## src/assert_macros.svh

```systemverilog
// ----------------------------------------------------------------------------
// assertion macros
// shared helpers for concurrent checks, clocked on the rising edge and
// masked while the active-low reset is asserted
// ----------------------------------------------------------------------------
`ifndef ASSERT_MACROS_SVH
`define ASSERT_MACROS_SVH

// property must hold at every edge out of reset
`define ASSERT_ALWAYS(label, clk, rst_n, prop, msg) \
    label: assert property (@(posedge clk) disable iff (!rst_n) (prop)) \
        else $error(msg);

// antecedent implies consequent in the same cycle
`define ASSERT_IMPLY(label, clk, rst_n, ante, cons, msg) \
    label: assert property (@(posedge clk) disable iff (!rst_n) (ante) |-> (cons)) \
        else $error(msg);

// antecedent implies consequent in the next cycle
`define ASSERT_NEXT(label, clk, rst_n, ante, cons, msg) \
    label: assert property (@(posedge clk) disable iff (!rst_n) (ante) |=> (cons)) \
        else $error(msg);

`endif

```

## src/mrms_pkg.sv

```systemverilog
// ----------------------------------------------------------------------------
// mrms_pkg
// types and codes shared by the run-mode sequencer modules
// ----------------------------------------------------------------------------
package mrms_pkg;

    // event kinds on the input channel
    localparam logic [1:0] FUNC_TICK   = 2'd0;
    localparam logic [1:0] FUNC_CMD    = 2'd1;
    localparam logic [1:0] FUNC_BUTTON = 2'd2;
    localparam logic [1:0] FUNC_PULSE  = 2'd3;

    // command / button selector
    localparam logic [1:0] WHICH_START  = 2'd0;
    localparam logic [1:0] WHICH_STOP   = 2'd1;
    localparam logic [1:0] WHICH_CONT   = 2'd2;
    localparam logic [1:0] WHICH_IGNORE = 2'd3;

    // run modes
    localparam logic [1:0] MODE_OFF     = 2'd0;
    localparam logic [1:0] MODE_TIMED   = 2'd1;
    localparam logic [1:0] MODE_CONT    = 2'd2;

    // configuration register indexes
    localparam int CFG_IDX_W = 2;
    localparam int CFG_DATA_W = 20;
    localparam logic [CFG_IDX_W-1:0] CFG_PERIOD   = 2'd0;
    localparam logic [CFG_IDX_W-1:0] CFG_DEBOUNCE = 2'd1;
    localparam logic [CFG_IDX_W-1:0] CFG_PPR_ONE  = 2'd2;
    localparam logic [CFG_IDX_W-1:0] CFG_PPR_TWO  = 2'd3;

    // register reset values
    localparam logic [19:0] PERIOD_RST   = 20'd600;
    localparam logic [15:0] DEBOUNCE_RST = 16'd50;
    localparam logic [7:0]  PPR_RST      = 8'd20;

    // tick counter cap and tenths per second
    localparam logic [15:0] TICK_CAP  = 16'hFFFF;
    localparam logic [3:0]  TENTH_TOP = 4'd9;

    typedef struct packed {
        logic [1:0]  func;
        logic [1:0]  which;
        logic [31:0] now_ms;
        logic        continue_pin;
        logic        motor_pick;
        logic        link_up;
    } in_item_t;

    typedef struct packed {
        logic [1:0]  run_mode;
        logic        start_strobe;
        logic        stop_strobe;
        logic        pid_strobe;
        logic        telemetry_request;
        logic        led_level;
        logic        rev_strobe;
        logic        rev_motor;
        logic [12:0] elapsed_seconds;
    } out_item_t;

    // classified event as queued between front and back
    typedef struct packed {
        logic        is_tick;
        logic        is_cmd;
        logic        is_button;
        logic        is_pulse;
        logic        act_start;
        logic        act_stop;
        logic        act_cont;
        logic [31:0] now_ms;
        logic        pin;
        logic        motor;
        logic        link;
    } event_t;

endpackage

```

## src/mrms_front.sv

```systemverilog
// ----------------------------------------------------------------------------
// mrms_front
// classifies an incoming item into a one-hot event record for the queue
// ----------------------------------------------------------------------------
module mrms_front (
    input  mrms_pkg::in_item_t item,
    output mrms_pkg::event_t   ev
);

    always_comb begin
        ev           = '0;
        ev.now_ms    = item.now_ms;
        ev.pin       = item.continue_pin;
        ev.motor     = item.motor_pick;
        ev.link      = item.link_up;
        unique case (item.func)
            mrms_pkg::FUNC_TICK:   ev.is_tick   = 1'b1;
            mrms_pkg::FUNC_CMD:    ev.is_cmd    = 1'b1;
            mrms_pkg::FUNC_BUTTON: ev.is_button = 1'b1;
            mrms_pkg::FUNC_PULSE:  ev.is_pulse  = 1'b1;
            default:               ev.is_pulse  = 1'b1;
        endcase
        unique case (item.which)
            mrms_pkg::WHICH_START:  ev.act_start = 1'b1;
            mrms_pkg::WHICH_STOP:   ev.act_stop  = 1'b1;
            mrms_pkg::WHICH_CONT:   ev.act_cont  = 1'b1;
            mrms_pkg::WHICH_IGNORE: ev.act_start = 1'b0;
            default:                ev.act_start = 1'b0;
        endcase
    end

endmodule

```

## src/mrms_queue.sv

```systemverilog
// ----------------------------------------------------------------------------
// mrms_queue
// short first-in first-out buffer of classified events
// ----------------------------------------------------------------------------
`include "assert_macros.svh"

module mrms_queue #(
    parameter int DEPTH = 4
) (
    input  logic              aclk,
    input  logic              aresetn,
    input  logic              push,
    input  mrms_pkg::event_t  push_data,
    output logic              not_full,
    input  logic              pop,
    output logic              not_empty,
    output mrms_pkg::event_t  pop_data
);

    localparam int AW = (DEPTH > 1) ? $clog2(DEPTH) : 1;
    localparam int CW = $clog2(DEPTH + 1);
    localparam logic [AW-1:0] LAST = AW'(DEPTH - 1);
    localparam logic [CW-1:0] FULL = CW'(DEPTH);

    mrms_pkg::event_t slot_reg [DEPTH];
    logic [AW-1:0] wr_ptr_reg, wr_ptr_next;
    logic [AW-1:0] rd_ptr_reg, rd_ptr_next;
    logic [CW-1:0] count_reg, count_next;

    assign not_full  = (count_reg != FULL);
    assign not_empty = (count_reg != '0);
    assign pop_data  = slot_reg[rd_ptr_reg];

    always_comb begin
        wr_ptr_next = wr_ptr_reg;
        rd_ptr_next = rd_ptr_reg;
        count_next  = count_reg;
        if (push) begin
            wr_ptr_next = (wr_ptr_reg == LAST) ? '0 : wr_ptr_reg + 1'b1;
        end
        if (pop) begin
            rd_ptr_next = (rd_ptr_reg == LAST) ? '0 : rd_ptr_reg + 1'b1;
        end
        if (push && !pop) begin
            count_next = count_reg + 1'b1;
        end else if (pop && !push) begin
            count_next = count_reg - 1'b1;
        end
    end

    always_ff @(posedge aclk) begin
        if (!aresetn) begin
            wr_ptr_reg <= '0;
            rd_ptr_reg <= '0;
            count_reg  <= '0;
        end else begin
            wr_ptr_reg <= wr_ptr_next;
            rd_ptr_reg <= rd_ptr_next;
            count_reg  <= count_next;
        end
    end

    always_ff @(posedge aclk) begin
        if (push) begin
            slot_reg[wr_ptr_reg] <= push_data;
        end
    end

    `ASSERT_ALWAYS(a_count_bound, aclk, aresetn, count_reg <= FULL, "queue count past depth")
    `ASSERT_IMPLY(a_no_pop_empty, aclk, aresetn, pop, count_reg != '0, "pop from empty queue")

endmodule

```

## src/mrms_back.sv

```systemverilog
// ----------------------------------------------------------------------------
// mrms_back
// executes queued events against the run state and registers one result each
// ----------------------------------------------------------------------------
`include "assert_macros.svh"

module mrms_back (
    input  logic                                  aclk,
    input  logic                                  aresetn,
    input  logic                                  cfg_wr_en,
    input  logic [mrms_pkg::CFG_IDX_W-1:0]        cfg_index,
    input  logic [mrms_pkg::CFG_DATA_W-1:0]       cfg_wr_data,
    input  logic                                  ev_valid,
    input  mrms_pkg::event_t                      ev,
    output logic                                  ev_pop,
    output logic                                  res_valid,
    input  logic                                  res_ready,
    output mrms_pkg::out_item_t                   res
);

    // configuration
    logic [19:0] period_reg;
    logic [15:0] window_reg;
    logic [7:0]  ppr_one_reg;
    logic [7:0]  ppr_two_reg;

    // run state
    logic [1:0]  mode_reg, mode_next;
    logic [15:0] ticks_reg, ticks_next;
    logic [12:0] sec_reg, sec_next;
    logic [3:0]  tenth_reg, tenth_next;
    logic        held_reg, held_next;
    logic [1:0]  low_cnt_reg, low_cnt_next;
    logic [31:0] edge_time_reg [3];
    logic [31:0] edge_time_next [3];
    logic [7:0]  div_reg [2];
    logic [7:0]  div_next [2];
    logic        led_reg, led_next;

    logic                 out_valid_reg;
    mrms_pkg::out_item_t  out_reg, out_next;

    // helpers
    logic        tick_inc;
    logic [15:0] ticks_up;
    logic [12:0] sec_up;
    logic [3:0]  tenth_up;
    logic [1:0]  low_inc;
    logic [31:0] last_edge;
    logic [31:0] edge_gap;
    logic        edge_pass;
    logic [7:0]  ppr_sel;
    logic [7:0]  div_limit;
    logic [7:0]  div_old;

    assign ev_pop    = ev_valid && (!out_valid_reg || res_ready);
    assign res_valid = out_valid_reg;
    assign res       = out_reg;

    assign tick_inc = (ticks_reg != mrms_pkg::TICK_CAP);
    assign ticks_up = ticks_reg + 16'(tick_inc);
    assign tenth_up = !tick_inc ? tenth_reg :
                      (tenth_reg == mrms_pkg::TENTH_TOP) ? 4'd0 : tenth_reg + 4'd1;
    assign sec_up   = (tick_inc && tenth_reg == mrms_pkg::TENTH_TOP) ? sec_reg + 13'd1
                                                                      : sec_reg;
    assign low_inc  = low_cnt_reg + 2'd1;

    always_comb begin
        unique case (1'b1)
            ev.act_stop: last_edge = edge_time_reg[1];
            ev.act_cont: last_edge = edge_time_reg[2];
            default:     last_edge = edge_time_reg[0];
        endcase
    end
    assign edge_gap  = ev.now_ms - last_edge;
    assign edge_pass = (edge_gap >= {16'd0, window_reg});

    assign ppr_sel   = ev.motor ? ppr_two_reg : ppr_one_reg;
    assign div_limit = ppr_sel - 8'd1;
    assign div_old   = ev.motor ? div_reg[1] : div_reg[0];

    always_comb begin
        logic begin_timed;
        logic begin_cont;
        logic end_now;

        begin_timed = 1'b0;
        begin_cont  = 1'b0;
        end_now     = 1'b0;

        mode_next    = mode_reg;
        ticks_next   = ticks_reg;
        sec_next     = sec_reg;
        tenth_next   = tenth_reg;
        held_next    = held_reg;
        low_cnt_next = low_cnt_reg;
        edge_time_next = edge_time_reg;
        div_next     = div_reg;
        led_next     = led_reg;
        out_next     = '0;

        priority if (ev.is_tick) begin
            if (mode_reg != mrms_pkg::MODE_OFF) begin
                ticks_next = ticks_up;
                sec_next   = sec_up;
                tenth_next = tenth_up;
                out_next.telemetry_request = ev.link;
                if (mode_reg == mrms_pkg::MODE_TIMED && {4'd0, ticks_up} >= period_reg) begin
                    end_now = 1'b1;
                end else if (mode_reg == mrms_pkg::MODE_CONT && held_reg && !ev.pin) begin
                    if (low_inc >= 2'd2) begin
                        end_now      = 1'b1;
                        held_next    = 1'b0;
                        low_cnt_next = 2'd0;
                    end else begin
                        low_cnt_next = low_inc;
                    end
                end else begin
                    low_cnt_next = 2'd0;
                end
                if (!end_now) begin
                    out_next.pid_strobe = 1'b1;
                    led_next = !led_reg;
                end
            end
        end else if (ev.is_cmd) begin
            if (ev.act_start && mode_reg == mrms_pkg::MODE_OFF) begin
                begin_timed = 1'b1;
            end else if (ev.act_stop) begin
                end_now   = 1'b1;
                held_next = 1'b0;
            end else if (ev.act_cont && mode_reg == mrms_pkg::MODE_OFF) begin
                begin_cont = 1'b1;
                held_next  = 1'b0;
            end
            out_next.telemetry_request = ev.link;
        end else if (ev.is_button) begin
            if ((ev.act_start || ev.act_stop || ev.act_cont) && edge_pass) begin
                if (ev.act_start) begin
                    edge_time_next[0] = ev.now_ms;
                    begin_timed = (mode_reg == mrms_pkg::MODE_OFF);
                end else if (ev.act_stop) begin
                    edge_time_next[1] = ev.now_ms;
                    if (mode_reg != mrms_pkg::MODE_OFF) begin
                        end_now   = 1'b1;
                        held_next = 1'b0;
                    end
                end else begin
                    edge_time_next[2] = ev.now_ms;
                    if (mode_reg == mrms_pkg::MODE_OFF && ev.pin) begin
                        begin_cont = 1'b1;
                        held_next  = 1'b1;
                    end
                end
            end
            // any action here changes the mode
            out_next.telemetry_request = ev.link && (begin_timed || begin_cont || end_now);
        end else begin
            if (div_old >= div_limit) begin
                div_next[ev.motor]  = 8'd0;
                out_next.rev_strobe = 1'b1;
                out_next.rev_motor  = ev.motor;
            end else begin
                div_next[ev.motor] = div_old + 8'd1;
            end
        end

        if (begin_timed || begin_cont) begin
            ticks_next  = 16'd0;
            sec_next    = 13'd0;
            tenth_next  = 4'd0;
            div_next[0] = 8'd1;
            div_next[1] = 8'd1;
            led_next    = 1'b1;
            mode_next   = begin_timed ? mrms_pkg::MODE_TIMED : mrms_pkg::MODE_CONT;
            out_next.start_strobe = 1'b1;
        end
        if (end_now) begin
            led_next  = 1'b0;
            mode_next = mrms_pkg::MODE_OFF;
            out_next.stop_strobe = 1'b1;
        end

        out_next.run_mode        = mode_next;
        out_next.led_level       = led_next;
        out_next.elapsed_seconds = sec_next;
    end

    always_ff @(posedge aclk) begin
        if (!aresetn) begin
            period_reg  <= mrms_pkg::PERIOD_RST;
            window_reg  <= mrms_pkg::DEBOUNCE_RST;
            ppr_one_reg <= mrms_pkg::PPR_RST;
            ppr_two_reg <= mrms_pkg::PPR_RST;
        end else if (cfg_wr_en) begin
            unique case (cfg_index)
                mrms_pkg::CFG_PERIOD:   period_reg  <= cfg_wr_data;
                mrms_pkg::CFG_DEBOUNCE: window_reg  <= cfg_wr_data[15:0];
                mrms_pkg::CFG_PPR_ONE:  ppr_one_reg <= cfg_wr_data[7:0];
                mrms_pkg::CFG_PPR_TWO:  ppr_two_reg <= cfg_wr_data[7:0];
                default:                period_reg  <= period_reg;
            endcase
        end
    end

    always_ff @(posedge aclk) begin
        if (!aresetn) begin
            mode_reg      <= mrms_pkg::MODE_OFF;
            ticks_reg     <= '0;
            sec_reg       <= '0;
            tenth_reg     <= '0;
            held_reg      <= 1'b0;
            low_cnt_reg   <= '0;
            edge_time_reg <= '{default: '0};
            div_reg       <= '{default: '0};
            led_reg       <= 1'b0;
            out_valid_reg <= 1'b0;
        end else begin
            if (ev_pop) begin
                mode_reg      <= mode_next;
                ticks_reg     <= ticks_next;
                sec_reg       <= sec_next;
                tenth_reg     <= tenth_next;
                held_reg      <= held_next;
                low_cnt_reg   <= low_cnt_next;
                edge_time_reg <= edge_time_next;
                div_reg       <= div_next;
                led_reg       <= led_next;
                out_valid_reg <= 1'b1;
            end else if (res_ready) begin
                out_valid_reg <= 1'b0;
            end
        end
    end

    always_ff @(posedge aclk) begin
        if (ev_pop) begin
            out_reg <= out_next;
        end
    end

    `ASSERT_IMPLY(a_led_off_stopped, aclk, aresetn,
        out_valid_reg && out_reg.run_mode == mrms_pkg::MODE_OFF,
        !out_reg.led_level, "led lit while stopped")
    `ASSERT_IMPLY(a_start_stop_excl, aclk, aresetn, out_valid_reg,
        !(out_reg.start_strobe && out_reg.stop_strobe), "start and stop in one result")
    `ASSERT_NEXT(a_stall_holds, aclk, aresetn, out_valid_reg && !res_ready,
        out_valid_reg && $stable(out_reg), "stalled result changed")

endmodule

```

## src/motor_run_mode_sequencer.sv

```systemverilog
// a result is registered in the back stage after its beat has passed through the event queue
// throughput: one beat per cycle in both directions while m_ready stays high, bounded by the back stage
// the event queue holds QUEUE_DEPTH beats so the input side keeps taking beats while results stall, until it is full
// reset: aresetn is synchronous and active low; it clears mode, counters, dividers, edge times,
// the queue and the output valid flag, and loads the default configuration values
// ----------------------------------------------------------------------------
// motor_run_mode_sequencer
// run-mode sequencer for two motors: stopped, timed run and continuous run,
// driven by ticks, remote commands, button edges and encoder pulses
// ----------------------------------------------------------------------------
module motor_run_mode_sequencer #(
    parameter int QUEUE_DEPTH = 4
) (
    input  logic                              aclk,
    input  logic                              aresetn,
    // configuration write port
    input  logic                              cfg_wr_en,
    input  logic [mrms_pkg::CFG_IDX_W-1:0]    cfg_index,
    input  logic [mrms_pkg::CFG_DATA_W-1:0]   cfg_wr_data,
    // event input channel
    input  logic                              s_valid,
    output logic                              s_ready,
    input  mrms_pkg::in_item_t                s_data,
    // result channel
    output logic                              m_valid,
    input  logic                              m_ready,
    output mrms_pkg::out_item_t               m_data
);

    // classified event from the front, heading into the queue
    mrms_pkg::event_t front_ev;
    // head of queue, feeding the back stage
    mrms_pkg::event_t head_ev;
    logic             q_not_full;
    logic             q_not_empty;
    logic             q_pop;
    logic             q_push;

    // a beat is taken whenever the queue has room, independent of the result side
    assign s_ready = q_not_full;
    assign q_push  = s_valid && q_not_full;

    // front: decode event kind and selector into one-hot flags
    mrms_front u_front (
        .item (s_data),
        .ev   (front_ev)
    );

    // queue between front and back so each side can stall on its own
    mrms_queue #(
        .DEPTH (QUEUE_DEPTH)
    ) u_queue (
        .aclk      (aclk),
        .aresetn   (aresetn),
        .push      (q_push),
        .push_data (front_ev),
        .not_full  (q_not_full),
        .pop       (q_pop),
        .not_empty (q_not_empty),
        .pop_data  (head_ev)
    );

    // back: owns run state and configuration, registers one result per event
    mrms_back u_back (
        .aclk        (aclk),
        .aresetn     (aresetn),
        .cfg_wr_en   (cfg_wr_en),
        .cfg_index   (cfg_index),
        .cfg_wr_data (cfg_wr_data),
        .ev_valid    (q_not_empty),
        .ev          (head_ev),
        .ev_pop      (q_pop),
        .res_valid   (m_valid),
        .res_ready   (m_ready),
        .res         (m_data)
    );

endmodule

```

## config.mk

```make
export PLATFORM = sky130hd
export DESIGN_NAME = motor_run_mode_sequencer
export DESIGN_NICKNAME = d
export VERILOG_FILES = /design/src/mrms_pkg.sv /design/src/mrms_front.sv /design/src/mrms_queue.sv /design/src/mrms_back.sv /design/src/motor_run_mode_sequencer.sv
export VERILOG_INCLUDE_DIRS = /design/src /design/src/src
export SDC_FILE = /design/constraint.sdc
export NUM_CORES = 1
export LEC_CHECK = 0
export ABC_AREA = 1
export ABC_CLOCK_PERIOD_IN_PS = 9980
export BUFFER_PORTS_ARGS = -buffer_cell sky130_fd_sc_hd__buf_2
export CAP_MARGIN = 5
export CORE_MARGIN = 2
export CORE_UTILIZATION = 55
export CTS_BUF_LIST = sky130_fd_sc_hd__clkbuf_4 sky130_fd_sc_hd__clkbuf_8
export DETAILED_ROUTE_END_ITERATION = 16
export PLACE_DENSITY = 0.72
export SLEW_MARGIN = 25
export SYNTH_ARGS = -nofsm -noshare
export SYNTH_HDL_FRONTEND = slang
export SYNTH_SLANG_ARGS = --single-unit
```

## constraint.sdc

```tcl
create_clock -name aclk -period 9.98 [get_ports aclk]
set_clock_uncertainty 0.15 [all_clocks]
set_input_delay 2.495 -clock aclk [delete_from_list [all_inputs] [get_ports aclk]]
set_output_delay 2.495 -clock aclk [all_outputs]
set_load 0.02 [all_outputs]
```

# --- After elaboration in Yosys (flattened, before gate mapping) ---
# Memory sizes are Yosys's and may differ from the RTL's. A register that Yosys moved wholly into a read port is not among the register bits.
# Index checks and enable logic that the tools add are counted.
# W data, S select, Z words.
classes:
  n_reduce_logical: 54
  n_lt_le_gt_ge: 6
  n_addsub: 11
  n_eq_ne: 26
  muxes: 113
  bitwise_logic: 9
op_table:
  columns: ["cell", "count"]
  rows:
  - ["$mux W16", 8]
  - ["$mux W1", 78]
  - ["$pmux W32 S2", 1]
  - ["$mux W13", 4]
  - ["$ge A32 B16 Y1", 1]
  - ["$sub A32 B32 Y32", 1]
  - ["$mux W8", 3]
  - ["$ge A16 B20 Y1", 1]
  - ["$mux W2", 10]
  - ["$mux W4", 5]
  - ["$add A16 B1 Y16", 1]
  - ["$and A16 B16 Y16", 1]
  - ["$bwmux W16", 1]
  - ["$eq A2 B2 Y1 const B", 8]
  - ["$ne A16 B16 Y1 const B", 1]
  - ["$not A16 Y16", 1]
  - ["$logic_and A1 B1 Y1", 14]
  - ["$reduce_and A7 Y1", 2]
  - ["$add A13 B1 Y13 const B", 1]
  - ["$ne A2 B1 Y1 const B", 6]
  - ["$ne A3 B3 Y1 const B", 4]
  - ["$reduce_and A12 Y1", 1]
  - ["$reduce_and A4 Y1", 3]
  - ["$reduce_bool A2 Y1", 6]
  - ["27 further kinds", 57]
totals:
  ram_bits: 168
  memories: 1
  output_inout_bits: 24
  regBits: 233
mem_list:
  columns: ["name", "words", "word_bits", "read_ports", "rd_clocked_by_memory_dff", "write_ports", "line", "text"]
  rows:
  - ["u_queue.slot_reg", 4, 42, 1, 1, 1, "mrms_queue.sv:25", "mrms_pkg::event_t slot_reg [DEPTH];"]

# --- Logic depth before layout (Yosys ltp) ---
# Gate-level depths: netlist of the first run.
depth:
  ltp_word: 15
  depth_mapped: 41

# --- Hierarchy ---
# A second synthesis of the first run with hierarchy kept.
unflattened:
  hier_cells: 2550
  hier_area_um2: 20646.1
by_module_without_submodules:
  columns: ["module", "cells_each", "n_inst", "seq_area_each_um2", "area_each_um2"]
  rows:
  - ["mrms_back", 2035, 1, 4744.6, 13623.1]
  - ["mrms_queue", 466, 1, 5225.0, 6707.7]
  - ["mrms_front", 47, 1, 0.0, 307.8]
  - ["motor_run_mode_sequencer", 2, 1, 0.0, 7.5]

# --- Worst setup path before layout of the first run ---
# OpenSTA, ideal clock, no wires.
synth_path:
  kind: "input port to flip-flop"
  start: "in s_valid"
  end: "mem u_queue.slot_reg[0][0] (netlist name) (enable)"
  path_buffers: 0
  required_time_ns: 9.390
  stages: 2
  t_arrival_ns: 4.403
  slack_ns: 4.987
  path_cell_list: "nand2_1 -> nor2_1"
synth_between:
  elab_chain_len: 3
synth_rtl:
  columns: ["item", "line", "text"]
  rows:
  - ["start: declaration", "motor_run_mode_sequencer.sv:21", "input logic s_valid,"]
  - ["$logic_and A1 B1 Y1", "motor_run_mode_sequencer.sv:41", "assign q_push = s_valid && q_not_full;"]
  - ["$mux W1", "mrms_queue.sv:64", "if (push) begin"]
  - ["$mux W1 (implied by the code)", "mrms_queue.sv:65", "slot_reg[wr_ptr_reg] <= push_data;"]
  - ["end: declaration", "mrms_queue.sv:25", null]
# No other way between the ends.

==> results of run 1 <==
cell families after synthesis:
logic type / synth area share [%]
AOI/OAI and AO/OA: 15.9
xor gates and xnor gates: 1.85
adders and majority gates: 5.43
buffers and inverters: 8.87
DFF: 48.4
muxes: 0.148
and+or+nand+nor: 19.4
worst paths after layout:
check	start	end	slack (ps)	depth (start not counted)
setup / recovery	flip-flop	u_back.ticks_reg[10]	3000	34
hold / removal	u_back.ppr_two_reg[7]	u_back.ppr_two_reg[7]	300	2
setup reg to reg	flip-flop	u_back.ticks_reg[10]	3000	34
hold reg to reg	u_back.ppr_two_reg[7]	u_back.ppr_two_reg[7]	300	2
area by class of cell:
| class | count | area (sq um) |
|---|---|---|
| clock buffers | 96 | 1180 |
| clock inverters | 30 | 218 |
| inverters | 335 | 1260 |
| multi-input cells | 1626 | 8730 |
| flip-flops and latches | 399 | 9850 |
| repair buffers | 104 | 561 |
| well taps | 468 | 586 |
| fillers | 3158 | 14100 |
per-layer routing:
metal | vias up | wire length (um) | GRT usage (%)
met4 | 0 | 1470 | 10.6
li1 | 8403 | - | -
met5 | - | 0 | 0
met3 | 87 | 2410 | 4.09
met2 | 450 | 24100 | 45.4
met1 | 7787 | 22300 | 33.2
cells in the final DEF (no fill, tap or decap), drive strengths merged, types with 3 or more instances in the layout:
cell	Yosys	final
a21oi	275	275
nand3	101	101
clkinvlp	0	3
a22oi	4	4
nor2	196	196
o211ai	11	11
nand2	560	560
clkinv	5	26
dfxtp	213	213
inv	330	334
nand3b	5	5
ha	85	85
a32o	32	32
xnor2	9	9
edfxtp	186	186
buf	39	104
nor3	18	18
mux2i	3	3
a211oi	4	4
clkbuf	66	96
o22ai	5	5
o21ai	199	199
nor4	5	5
and3	3	3
nand4	25	25
a32oi	32	32
or2	7	7
xor2	34	34
critical path: cells and delay by family, from the launching register on:
kind,cells,cell delay [ps]
adders and majority gates,2,670
and+or+nand+nor,23,3160
AOI/OAI and AO/OA,4,680
DFF,1,340
buffers and inverters,4,1620
xor gates and xnor gates,1,210
report_power, final:
| part | switching (mW) | internal [mW] |
|---|---|---|
| clock | 0.670 | 0.825 |
| sequential | 0.124 | 2.02 |
| combinational | 2.73 | 1.20 |
per-stage QoR:
stage                     setup WS (ps)  util [%]  total power, mW  cells  cell area, sq um
after global routing               2440      61.3             8.21   3058             22400
after CTS                          3030      61.3             7.58   3058             22400
after global placement             2890      57.5             5.98   2932             21000
final                              3000      61.3             7.57   3058             22400
after detailed placement           3040      57.5             6.06   2932             21000
after floorplan                    4990         -             5.05   2465             20300
==> results.txt, run 1 <==
The flow ran to the end, and the final reports show no timing, DRC or antenna violations. The number of nets handed over by synthesis was about 2600. The required time at the worst-slack endpoint is 10350 ps. The number of synthesis warnings is 0. The post-route netlist has ~11% of its cells at a drive strength greater than 1. The detailed router finished its first iteration with 1228 violations. TritonCTS built the clock tree.

The number of antenna violations at the first check in global routing was 0. The hold violation count in the final report was 0. The final-stage net count is about 2700. The via total after detailed routing came out at 16700.

After detailed routing, the average wire length per cell comes to 16.5 um. The maximum clock frequency is between 0.1 and 0.15 GHz. The top flip-flop cell by instance count after synthesis is sky130_fd_sc_hd__dfxtp_1. The DRC violation count after routing is 0. The min-delay analysis places its worst path in the category reg2reg. The register clock-pin slew on the reported worst setup and hold paths came out at roughly 60 ps. The worst setup path is launched from a flip-flop. Counting along the longest clock path gives a buffer depth of 3. The most numerous cell in the Yosys netlist is sky130_fd_sc_hd__nand2_1. The final antenna diode count came out at 0.

The final number of setup-violating endpoints is 0. Along the worst path, the maximum fanout reaches 70. Setup repair after global routing left no endpoint under its margin. The number of global-route vias before repair is ~16000.

Data arrives at the worst endpoint at between 7000 and 8000 ps. Buffers inserted during clock tree synthesis total a little under 70. Clock tree synthesis selected as its root buffer the cell sky130_fd_sc_hd__clkbuf_8. The worst slew margin relative to its limit came out at 34.7%. After layout, the worst path uses between 60% and 70% of the clock period. The clock drives roughly 400 sinks. The largest single stage delay on the critical path is about 730 ps.

The HPWL after detailed placement came out at 34900 um. The slew at the pin with the worst max-slew slack came out at ~1000 ps. The final critical-path required period came out at around 7000 ps. The number of flip-flops in the largest register came out at roughly 160. The worst setup path is of the reg2reg kind. The number of top-level design ports is 90. Entering global routing, the biggest net connects a little over 100 pins. The post-cts resize count came out at 0. Relative to the synthesized area, the layout overhead comes to 10.1%. The wire length after detailed routing is ~50000 um. The most numerous cell type found on the critical path is sky130_fd_sc_hd__nand2_1. The via density per instance is between 5 and 6. Max-cap violations in this run came to 0. The overall fraction of global-route tracks in use is a little over a quarter. For this design, the slowest cell found on the critical path is sky130_fd_sc_hd__inv_1.

In this run, synthesis produced a sequential element count of 399. Summed over all layers, the global routing overflow is 0. The average size of a mapped cell came out at 8.25 sq um. The floorplan step defined a die boundary enclosing between 30000 and 40000 sq um. The die boundary height came out at approximately 200 um.

For this run, the detailed router's first-pass iteration total came to 6. The die boundary width is approximately 200 um. The share of synthesized area occupied by flip-flops and latches is just under 50%. IR analysis of the VDD net gives a maximum drop of about 0.00019 V.

Buffers added to address setup during post-CTS repair amount to 0. The post-synthesis cell type count is 53. The detail route stage leaves a number of antenna-violating nets equal to 0.

The floorplan has 70 rows. In this run the number of H-tree levels came out at 3. The post-cts hold buffer count is 0.

The post-synth design cell area came out at just over 20000 sq um. Of the post-synthesis cell area, the dominant cell type holds a little over a quarter. The effective utilization at floorplan is a little under three fifths.

The routability congestion estimate is 0.920. Final hold analysis gives a worst-case slack of between 200 and 300 ps. The count of pins over their slew limit is 0. By area the synthesized netlist is led by sky130_fd_sc_hd__edfxtp_1 (27%), sky130_fd_sc_hd__dfxtp_1 (21%), sky130_fd_sc_hd__nand2_1 (10%). The setup total negative slack came out at 0 ps. The number of port buffers came out at 89.

The synthesized instance count is about 2500. The largest total area in the synthesized netlist belongs to sky130_fd_sc_hd__edfxtp_1. The number of enable-type register cells in the synthesized netlist came out at 186.

Ranked by instance count, the synthesized netlist is headed by sky130_fd_sc_hd__nand2_1 (549), sky130_fd_sc_hd__inv_1 (317), sky130_fd_sc_hd__a21oi_1 (271). The global-route wire length before repair is roughly 81000 um. The core region is 36500 sq um. Power spread over the standard cell area amounts to about 340 nW/um^2. The post-synthesis async set-or-reset flop share is 0%.

The insertion delay of the later-clocked pin in the worst-skew pair came out at around 630 ps. The static leakage power is 9.98 nW. The sort of element at the end of the critical path is a flip-flop.
No activity file was read; power rests on OpenSTA's default activity.
==> run 2, diff against run 1 <==
ABC_AREA = 0   (was 1)
ABC_CLOCK_PERIOD_IN_PS = 6880   (was 9980)
PLACE_DENSITY = 0.73   (was 0.72)
clock period = 6.88 ns   (was 9.98 ns; I/O delays follow)
==> results.txt, run 2 <==
Result of the run: finished clean (unchanged). The signal arrival time at the worst endpoint is 6820 ps (was 7350 ps). The slew at the pin with the worst max-slew slack came out at 930 ps (was 979 ps).

The final design area excluding fillers was 21700 sq um (was 22400 sq um). The remaining antenna violation count came out at 0 (unchanged). The end of the worst register-to-register path is u_back.led_reg (was u_back.ticks_reg[10]). The most common library cell in the layout ignoring fill and taps was sky130_fd_sc_hd__dfxtp_1 (was sky130_fd_sc_hd__nand2_1). The static leakage power came out at 8.53 nW (was 9.98 nW). The final critical-path required period came out at 6470 ps (was 6980 ps). The overflow left after global routing is 0 (unchanged). The via total after detailed routing came out at 14100 (was 16700). The average size of a mapped cell came to 10.7 sq um (was 8.25 sq um).

The maximum fanout encountered on the critical timing path came out at 18 (was 70). The sort of element at the end of the critical path is a flip-flop (unchanged). The depth of the worst hold-timing path is 2 (unchanged). The synthesis-stage register bit count is 399 (unchanged). The hold path startpoint is u_back.period_reg[12] (was u_back.ppr_two_reg[7]). Unrepaired setup endpoints after global routing: false (unchanged).

The total power divided by cell area was 397 nW/um^2 (was 338 nW/um^2). The post-synthesis async set-or-reset flop share is 0% (unchanged). The post-cts hold buffer count is 0 (unchanged). The share of synthesized area occupied by flip-flops and latches was 50.7% (was 48.4%). The number of antenna violations at the first check in global routing is 0 (unchanged). The maximum clock insertion buffer count is 3 (unchanged). The count of clock tree sinks came out at 399 (unchanged). The first-iteration detailed-routing DRC count was 935 (was 1228). The via density per instance came to 5.85 (was 5.47). The final antenna diode count is 0 (unchanged). The wire length after detailed routing is 42600 um (was 50300 um). The post-synthesis cell type count is 86 (was 53).

The number of global-route vias before repair came to 13700 (was 16100). The effective utilization at floorplan came out at 56.0% (was 55.7%). The overall die area was 36900 sq um (was 38500 sq um).

The number of synthesis warnings is 0 (unchanged). Most frequent cells in the layout: sky130_fd_sc_hd__dfxtp_1 (211), sky130_fd_sc_hd__edfxtp_1 (186), sky130_fd_sc_hd__nand2_1 (184) (was sky130_fd_sc_hd__nand2_1 (549), sky130_fd_sc_hd__inv_1 (316), sky130_fd_sc_hd__a21oi_1 (271)). The floorplan core area is 34700 sq um (was 36500 sq um). The path type of the worst min-delay path is reg2reg (unchanged). The worst supply voltage drop on vdd came to 0.000226 V (was 0.000186 V). The post-synthesis to final-layout area growth is 11.7% (was 10.1%). The register clock-pin slew on the reported worst setup and hold paths came out at 60 ps (about the same). The launching element type of the critical path is a flip-flop (unchanged). The deepest level of the CTS H-tree is 3 (unchanged). The number of flip-flops in the largest register came to 164 (unchanged). The number of port buffers is 89 (unchanged). The share of the cycle needed by the critical path after routing came to 94.1% (was 69.9%). The top cell type by total area after synthesis is sky130_fd_sc_hd__edfxtp_1 (unchanged).

The per-cell routed wire length was 17.7 um (was 16.5 um). The number of buffers created by CTS came out at 68 (was 69). The overall fraction of global-route tracks in use is 23.5% (was 26.3%). The register-to-register setup slack was 410 ps (was 3000 ps). The fraction of layout instances using a drive strength above 1 came to 16.1% (was 10.8%). The final-stage net count came out at 2056 (was 2688). The number of enable-type register cells in the synthesized netlist is 186 (unchanged). Cell types with the highest counts after synthesis: sky130_fd_sc_hd__dfxtp_1 (213), sky130_fd_sc_hd__edfxtp_1 (186), sky130_fd_sc_hd__nand2_1 (184) (was sky130_fd_sc_hd__nand2_1 (549), sky130_fd_sc_hd__inv_1 (317), sky130_fd_sc_hd__a21oi_1 (271)). The CTS tree is yes (unchanged).

The cell area after placement came out at 20200 sq um (was 21000 sq um). The die boundary width came out at 192 um (was 196 um). The insertion delay of the later-clocked pin in the worst-skew pair came out at 620 ps (was 630 ps). The endpoint of the worst hold path is u_back.period_reg[12] (was u_back.ppr_two_reg[7]).

The top flip-flop cell by instance count after synthesis is sky130_fd_sc_hd__dfxtp_1 (unchanged). The most numerous cell in the Yosys netlist was sky130_fd_sc_hd__dfxtp_1 (was sky130_fd_sc_hd__nand2_1). The final number of setup-violating endpoints is 0 (unchanged). The required time at the worst-slack endpoint came out at 7230 ps (was 10350 ps). The count of pins over their slew limit came out at 0 (unchanged).

Leading cell types by total area after synthesis: sky130_fd_sc_hd__edfxtp_1 (29%), sky130_fd_sc_hd__dfxtp_1 (22%), sky130_fd_sc_hd__mux2i_1 (6.1%) (was sky130_fd_sc_hd__edfxtp_1 (27%), sky130_fd_sc_hd__dfxtp_1 (21%), sky130_fd_sc_hd__nand2_1 (10%)). The max-cap check violation count is 0 (unchanged). The post-synth design cell area is 19400 sq um (was 20300 sq um). The total nets after synthesis came out at 1963 (was 2618). The DRC violation count after routing is 0 (unchanged). The hold violation count in the final report came out at 0 (unchanged). The maximum clock frequency came out at 0.155 GHz (was 0.143 GHz). The number of top-level design ports is 90 (unchanged). The library cell used as clock root buffer is sky130_fd_sc_hd__clkbuf_8 (unchanged). The routability congestion estimate is 0.942 (was 0.920). The share of the synthesized area in the top cell type came out at 28.7% (was 27.5%). The first-pass iteration count of the detailed router came to 7 (was 6). The maximum number of pins on one net before global-route repair is 89 (was 103). The HPWL after detailed placement is 29400 um (was 34900 um).

The count of cells along the worst register-to-register path is 27 (was 34). The global-route wire length before repair came out at 69300 um (was 81000 um). The critical setup path kind was reg2reg (unchanged). The setup total negative slack came out at 0 ps (unchanged). The synthesized instance count came out at 1810 (was 2465).

The worst slew margin relative to its limit came to 38.0% (was 34.7%). The die boundary height is 192 um (was 196 um). The row count came out at 68 (was 70).
-- run 2: changes by cell type after synthesis, sizes merged, moves of 53 or more --
cell and delta:
a21oi -118, inv -260, mux2i +115, nand2 -375
nand3 -53, o21ai -156
-- run 2: per-stage QoR --
stage | worst slack, ps | total power, mW | utilization, % | hold slack, ps | std cells
2_1_floorplan | 574 | 5.52 | - | 278 | 1810
3_3_place_gp | 371 | 6.28 | 58.1 | 287 | 2281
3_5_place_dp | 158 | 6.35 | 58.3 | 294 | 2283
4_1_cts | 131 | 8.57 | 62.4 | 301 | 2405
5_1_grt | 62.3 | 9.11 | 62.6 | 317 | 2410
6_report | 408 | 8.61 | 62.6 | 302 | 2410
-- run 2: logic make-up (layout without fill, tap and decap cells) --
| logic type | Yosys count | after routing | share of synthesized area, % |
|---|---|---|---|
| buf+inv | 163 | 308 | 3.87 |
| flops | 399 | 399 | 50.7 |
| fa+ha+maj | 87 | 87 | 5.68 |
| simple gates | 569 | 569 | 13.5 |
| xor+xnor | 56 | 56 | 2.52 |
| compound gates | 376 | 376 | 12.8 |
| mux | 160 | 160 | 10.9 |
-- run 2: repair_timing --
| action | 4_1_cts | 5_1_grt |
|---|---|---|
| endpoints found under the setup margin | 0 | 82 |
| hold endpoints to repair | 0 | 0 |
| setup buffers | 0 | 5 |
| resized for setup | 0 | 3 |
-- run 2: worst max-delay path by stage --
stage	from	endpoint	slack (ps)
6_report	flip-flop	u_back.led_reg	410
5_1_grt	flip-flop	u_back.led_reg	60
4_1_cts	flip-flop	u_back.sec_reg[0]	130
3_5_place_dp	flip-flop	u_back.sec_reg[10]	160
3_3_place_gp	flip-flop	u_back.sec_reg[0]	370
2_1_floorplan	flip-flop	u_back.res[21]	570
-- run 2: power by group --
group / total (mW) / internal, mW / switching, mW
combinational: 3.57 / 1.34 / 2.23
clock: 2.21 / 1.24 / 0.967
sequential: 2.83 / 2.74 / 0.0922
-- run 2: cell type report --
cell class | count | area [sq um]
Sequential cell | 399 | 9850
Multi-Input combinational cell | 1248 | 8860
Tap cell | 455 | 569
Clock inverter | 29 | 238
Timing Repair Buffer | 116 | 742
Fill cell | 2726 | 13000
Clock buffer | 93 | 1190
Inverter | 70 | 268
-- run 2: layer usage --
metal / vias up / routed length [um] / track usage [%] / share of wire (%)
met5: - / 0 / 0 / 0
met4: 0 / 913 / 7.99 / 2.1
met3: 73 / 2110 / 3.73 / 4.9
met2: 387 / 19300 / 37.2 / 45
met1: 6837 / 20200 / 33.2 / 48
li1: 6812 / - / - / -
-- run 2: worst max-delay path, cell delays in order (launching register included) --
cell                        delay [ps]
sky130_fd_sc_hd__dfxtp_2           360
sky130_fd_sc_hd__buf_4             210
sky130_fd_sc_hd__mux4_2            570
sky130_fd_sc_hd__buf_4             220
sky130_fd_sc_hd__buf_4             240
sky130_fd_sc_hd__a22o_1            230
sky130_fd_sc_hd__a21oi_1           120
sky130_fd_sc_hd__ha_1              330
sky130_fd_sc_hd__a21oi_1           230
sky130_fd_sc_hd__o21ai_0           110
sky130_fd_sc_hd__a21oi_1           340
sky130_fd_sc_hd__nand2_1           120
sky130_fd_sc_hd__xor2_1            160
sky130_fd_sc_hd__ha_1              320
sky130_fd_sc_hd__a21oi_1           140
sky130_fd_sc_hd__nand2_1            70
sky130_fd_sc_hd__a222oi_1          210
sky130_fd_sc_hd__nand3_1           110
sky130_fd_sc_hd__nor4_1            320
sky130_fd_sc_hd__nand3_1           160
sky130_fd_sc_hd__nor4b_4           250
sky130_fd_sc_hd__o2111ai_2         300
sky130_fd_sc_hd__buf_4             280
sky130_fd_sc_hd__a21oi_4           190
sky130_fd_sc_hd__buf_12            150
sky130_fd_sc_hd__buf_4             110
sky130_fd_sc_hd__a21oi_1            50
sky130_fd_sc_hd__o221a_2           270
